### src/nlut_pkg.sv
package nlut_pkg;

  localparam int unsigned DATA_W = 32;
  localparam int unsigned ADDR_W = 14;
  localparam int unsigned DEPTH  = 1 << ADDR_W;
  localparam int unsigned AXIS_W = 8;   // index on one axis, sizes up to 256
  localparam int unsigned CFG_AW = 5;   // eight 32-bit registers

  localparam logic OP_LOOKUP = 1'b0;
  localparam logic OP_WRITE  = 1'b1;

  localparam logic [2:0] REG_MIN_COS        = 3'd0;
  localparam logic [2:0] REG_MIN_ROUGH      = 3'd1;
  localparam logic [2:0] REG_MIN_IOR_REAL   = 3'd2;
  localparam logic [2:0] REG_MIN_IOR_IMAG   = 3'd3;
  localparam logic [2:0] REG_SCALE_COS      = 3'd4;
  localparam logic [2:0] REG_SCALE_ROUGH    = 3'd5;
  localparam logic [2:0] REG_SCALE_IOR_REAL = 3'd6;
  localparam logic [2:0] REG_SCALE_IOR_IMAG = 3'd7;

  localparam logic [DATA_W-1:0] RST_MIN_COS        = 32'd0;
  localparam logic [DATA_W-1:0] RST_MIN_ROUGH      = 32'd0;
  localparam logic [DATA_W-1:0] RST_MIN_IOR_REAL   = 32'd65536;
  localparam logic [DATA_W-1:0] RST_MIN_IOR_IMAG   = 32'd0;
  localparam logic [DATA_W-1:0] RST_SCALE_COS      = 32'd983040;
  localparam logic [DATA_W-1:0] RST_SCALE_ROUGH    = 32'd983040;
  localparam logic [DATA_W-1:0] RST_SCALE_IOR_REAL = 32'd458752;
  localparam logic [DATA_W-1:0] RST_SCALE_IOR_IMAG = 32'd458752;

  // Load enables of the three index stages.
  typedef struct packed {
    logic en_a;
    logic en_b;
    logic en_c;
  } adv_t;

  // One beat presented to the table memory.
  typedef struct packed {
    logic              valid;
    logic              write;
    logic [ADDR_W-1:0] addr;
    logic [DATA_W-1:0] wdata;
  } req_t;

endpackage

### src/nlut_axis.sv
module nlut_axis #(
  parameter int SIZE = 16
) (
  input  logic                        clk_i,
  input  nlut_pkg::adv_t              adv_i,
  input  logic [nlut_pkg::DATA_W-1:0] coord_i,
  input  logic [nlut_pkg::DATA_W-1:0] min_i,
  input  logic [nlut_pkg::DATA_W-1:0] scale_i,
  output logic [nlut_pkg::AXIS_W-1:0] idx_o
);

  localparam logic [31:0] LIMIT = 32'(SIZE - 1);
  localparam logic [nlut_pkg::AXIS_W-1:0] IDX_MAX = nlut_pkg::AXIS_W'(SIZE - 1);

  logic [32:0]                 diff;
  logic                        diff_pos;
  logic [31:0]                 diff_q;
  logic [63:0]                 prod_q;
  logic                        sat;
  logic [nlut_pkg::AXIS_W-1:0] rnd;
  logic [nlut_pkg::AXIS_W-1:0] idx_q;

  // Non-positive offsets land on index 0; a positive one fits 32 bits.
  assign diff     = {coord_i[31], coord_i} - {min_i[31], min_i};
  assign diff_pos = !diff[32] && (diff[31:0] != 32'd0);

  // Integer part at or above size-1 saturates; otherwise round half up.
  assign sat = prod_q[63:32] >= LIMIT;
  assign rnd = prod_q[32 +: nlut_pkg::AXIS_W] + nlut_pkg::AXIS_W'(prod_q[31]);

  always_ff @(posedge clk_i) begin
    if (adv_i.en_a) begin
      diff_q <= diff_pos ? diff[31:0] : 32'd0;
    end
    if (adv_i.en_b) begin
      prod_q <= 64'(diff_q) * 64'(scale_i);
    end
    if (adv_i.en_c) begin
      idx_q <= sat ? IDX_MAX : rnd;
    end
  end

  assign idx_o = idx_q;

endmodule

### config.mk
export PLATFORM = sky130hd
export DESIGN_NAME = nlut_axis
export DESIGN_NICKNAME = d
export VERILOG_FILES = /design/src/nlut_pkg.sv /design/src/nlut_axis.sv
export SDC_FILE = /design/constraint.sdc
export NUM_CORES = 2
export LEC_CHECK = 0
export BUFFER_PORTS_ARGS = -buffer_cell sky130_fd_sc_hd__buf_4
export CAP_MARGIN = 0
export CORE_MARGIN = 2
export CORE_UTILIZATION = 50
export DETAILED_ROUTE_END_ITERATION = 6
export GPL_ROUTABILITY_DRIVEN = 0
export PLACE_DENSITY = 0.73
export SLEW_MARGIN = 25
export SYNTH_ARGS = -nofsm -noshare
export SYNTH_HDL_FRONTEND = slang
export SYNTH_SLANG_ARGS = --single-unit
### constraint.sdc
create_clock -name clk_i -period 7.8 [get_ports clk_i]
set_input_delay 0.78 -clock clk_i [delete_from_list [all_inputs] [get_ports clk_i]]
set_output_delay 0.78 -clock clk_i [all_outputs]
set_load 0.02 [all_outputs]
After elaboration in Yosys (flattened, before gate mapping)
Index checks and enable logic that the tools add are counted.
{"block": "totals", "register_bits": 104, "wordCells": 10}
{"block": "classes", "add_sub_neg": 2, "mul": 1, "n_lt_le_gt_ge": 1, "reduce_logical": 3}
{"cell": "$mul 32x32->64", "count": 1}
{"cell": "$sub 32x32->33", "count": 1}
{"cell": "$ge 32x4->1 const B", "count": 1}
{"cell": "$reduce_bool 32->1", "count": 1}
{"cell": "$add 8x1->8", "count": 1}
{"cell": "$logic_and 1x1->1", "count": 1}
{"cell": "$logic_not 1->1", "count": 1}

Longest topological paths before layout
{"block": "depth", "depth_word": 3, "mapped_depth": 29}

Worst setup path after synthesis
OpenSTA, ideal clock, no wires.
{"block": "synth_path", "path_kind": "input port to flip-flop", "start": "input scale_i[2] in the netlist's numbering", "end": "register prod_q[63] (data pin)", "setup_time_ps": 260, "arrival_ps": 7534, "t_required_ps": 7540, "path_slack_ps": 6, "cell_stages": 26, "path_cell_list": "clkbuf_1 > and2_1 > fa_1 > inv_1 > fa_1 > fa_1 > fa_1 > inv_1 > fa_1 > inv_1 > fa_1 > inv_1 > fa_1 > inv_1 > fa_1 > inv_1 > ha_1 > nand4_1 > or4_1 > a21oi_1 > nor3_1 > o21ba_2 > o41a_1 > o211ai_1 > o211ai_1 > xnor2_1"}
{"block": "synth_between", "elab_chain_cells": 1}
{"item": "from (decl)", "line_no": "nlut_axis.sv:8", "rtl": "input logic [nlut_pkg::DATA_W-1:0] scale_i,"}
{"item": "$mul 32x32->64", "line_no": "nlut_axis.sv:36", "rtl": "prod_q <= 64'(diff_q) * 64'(scale_i);"}
{"item": "to (signal assigned)", "line_no": "nlut_axis.sv:36"}
{"item": "to (decl)", "line_no": "nlut_axis.sv:18", "rtl": "logic [63:0] prod_q;"}
No other way between the ends.
A chain may end at the register's enable or synchronous reset.

Final worst setup path
{"block": "layout_path", "start": "input scale_i[10] in the netlist's numbering", "end": "register prod_q[63] (data pin)"}
The elaborated chain is that of the path after synthesis.

==> metrics.txt <==
skew final 0.0101 ns; # nets final 5405; critical path arrival 7.75 ns; fin crit period 7.64 ns; clock slew seen by the registers of the worst setup and hold paths 0.07 ns; CP Capture Type register; Relative slew margins 0.471; largest area contributor in the netlist fa_1; routed vias 27100; Yosys Warn Count 0; reg-to-reg slack, setup 0.20 ns; Syn Inst Count 3921; Final setup viols 0; Global Route Usage Sum 0.264; startpoint types primary input; vias in the first global route 29100; die outline height 274 um; number of buffers created by CTS 9; DRT antenna net count 0; total routed wirelength 95.3 mm; Slew Limit Fails 0; HP Class register to register; final hold violation count 0; die area 75200 um2; H-Tree Depth 3; post-route DRC violation count 0; gr ovfl total 0; CP max FO 19; post-synthesis cell type count 56; area grow syn2layout 12.0%; DR vias/cell 5.33; Initial Util 0.503; Max Cap Viol 0; initial antenna violation count 1; total core area 72600 um2; sequential share of the synthesized area 0.0600; Max Buffers Root-to-Sink 2; placed cell area 39900 um2; synth cell count leaders inv_1, fa_1, and2_1; clk_lat worst skew 0.36 ns; Post-synth EDFFs 73; Hold Path Stages 2; Mean Syn Cell Area ~9.3 um2; DRT iter0 DRCs 1734; R2R cell count 23; Post-Syn Area 36500 um2; first-pass GRT wire length 154 mm; fin crit share 0.979; Antenna Cells 0; ys async rst share 0; finished layout cell area 40900 um2; Root Driver clkbuf_16; count leader, synth inv_1; # rows 99; share of the synthesized area in the top cell type 0.491; DR WL/cell 18.8 um; Detailed Place HPWL 79.8 mm; Crit Path Class primary input to register; dominant cells by area after synthesis fa_1, and2_1, ha_1; leading register cell type out of synthesis edfxtp_1; DIE WIDTH 274 um; CTS tree yes; outcome finished clean; PortBufs between 100 and 150; fraction of layout cells with a size suffix above 1 0.116; Synth Register Bits 73; unrepaired setup endpoints after global routing yes; worst path required time 7.91 ns; iteration count of the initial detailed-routing pass 5; I/O pins 108; largest net degree at the start of global routing 34; Max Freq between 100 and 150 MHz; Worst-Margin Slew 0.793 ns; clk sinks 73
==> flip-flops by register name, indices dropped and copies added (netlist names) <==
signal / flops
diff_q: 32
prod_q: 33
idx_o: 8
==> through the flow <==
step | setup TNS [ns] | hold WS, ns | instances | utilization | setup slack (ns)
3_3_place_gp | -3.99 | 0.680 | 5035 | 0.550 | -0.399
6_report | 0 | 0.664 | 5079 | 0.563 | 0.160
3_5_place_dp | -5.36 | 0.678 | 5035 | 0.550 | -0.465
4_1_cts | 0 | 0.684 | 5056 | 0.555 | 0.00130
2_1_floorplan | 0 | 0.576 | 3923 | - | 0.00612
5_1_grt | -0.0890 | 0.693 | 5079 | 0.563 | -0.0544
==> area by class of cell <==
| cell class | count | area [um2] |
|---|---|---|
| tap | 959 | 1200 |
| multi-input combinational | 2733 | 30500 |
| clock inverter | 7 | 101 |
| sequential | 73 | 2190 |
| clock buffer | 9 | 225 |
| timing repair buffer | 388 | 3270 |
| inverter | 910 | 3420 |
| fill | 6342 | 31700 |
==> final timing paths <==
kind                                 start                      to
setup / recovery               scale_i[10]    prod_q[63]$_DFFE_PP_
hold / removal        prod_q[35]$_DFFE_PP_  idx_o[3]$_SDFFCE_PP1P_
setup reg to reg  diff_q[10]$_SDFFCE_PN0P_    prod_q[63]$_DFFE_PP_
hold reg to reg       prod_q[35]$_DFFE_PP_  idx_o[3]$_SDFFCE_PP1P_
==> critical path: stages <==
cell and delay, ns:
buf_6 0.16, buf_4 0.16, and2_1 0.16, fa_1 0.49, fa_1 0.58, inv_1 0.07, fa_1 0.52, fa_1 0.54
inv_2 0.04, fa_2 0.53, fa_1 0.45, fa_1 0.51, fa_1 0.55, ha_4 0.32, nand3_4 0.09, or3_4 0.44
a21oi_4 0.15, nand2_1 0.08, o21ba_4 0.23, o41a_1 0.40, o211ai_1 0.20, o211ai_1 0.12, xnor2_1 0.14
==> per-layer routing <==
layer / wire length [um] / up-vias / track usage
met1: 36300 / 14000 / 0.328
met3: 5870 / 264 / 0.0327
met4: 4630 / 0 / 0.114
met2: 48500 / 953 / 0.463
li1: - / 11900 / -
met5: 0 / - / 0
==> placed cells by master (no fill, tap or decap), types with 7 or more instances in the layout <==
cell type    n
nand2b_1     9
inv_1      901
ha_4        11
nand4_1     24
and3_1       7
o21bai_1    13
fa_2        10
nor4_1       8
nand3_1     14
o21a_1       7
o21ai_0     27
buf_6       20
edfxtp_1    73
inv_2        9
or3_1        7
nor2_1      62
clkbuf_16    9
xor2_1      23
xnor2_1     39
ha_1       283
buf_4      345
buf_12      21
fa_1       886
and2_1     595
a21oi_1     75
nand2_1    472
nor3_1      11
a21o_1      41
a31oi_1      7
nor2b_1      9
==> cells by family after synthesis <==
logic type                 share of synthesized area
buffers and inverters                          0.115
AOI/OAI and AO/OA                             0.0418
DFF                                           0.0600
muxes                                       0.000617
xor gates and xnor gates                      0.0149
other                                       0.000103
adders and majority gates                      0.592
and+or+nand+nor                                0.176
==> timing repair <==
| item | 4_1_cts | 5_1_grt |
|---|---|---|
| buffers inserted | 5 | 23 |
| resized for setup | 10 | 91 |
| endpoints found under the setup margin | 9 | 18 |
| pin swaps | 2 | 69 |
| hold buffers | 0 | 0 |
Power is left out: the tool's default activity adds up to more than one toggle a clock period on the data nets, which glitch-free logic cannot reach.
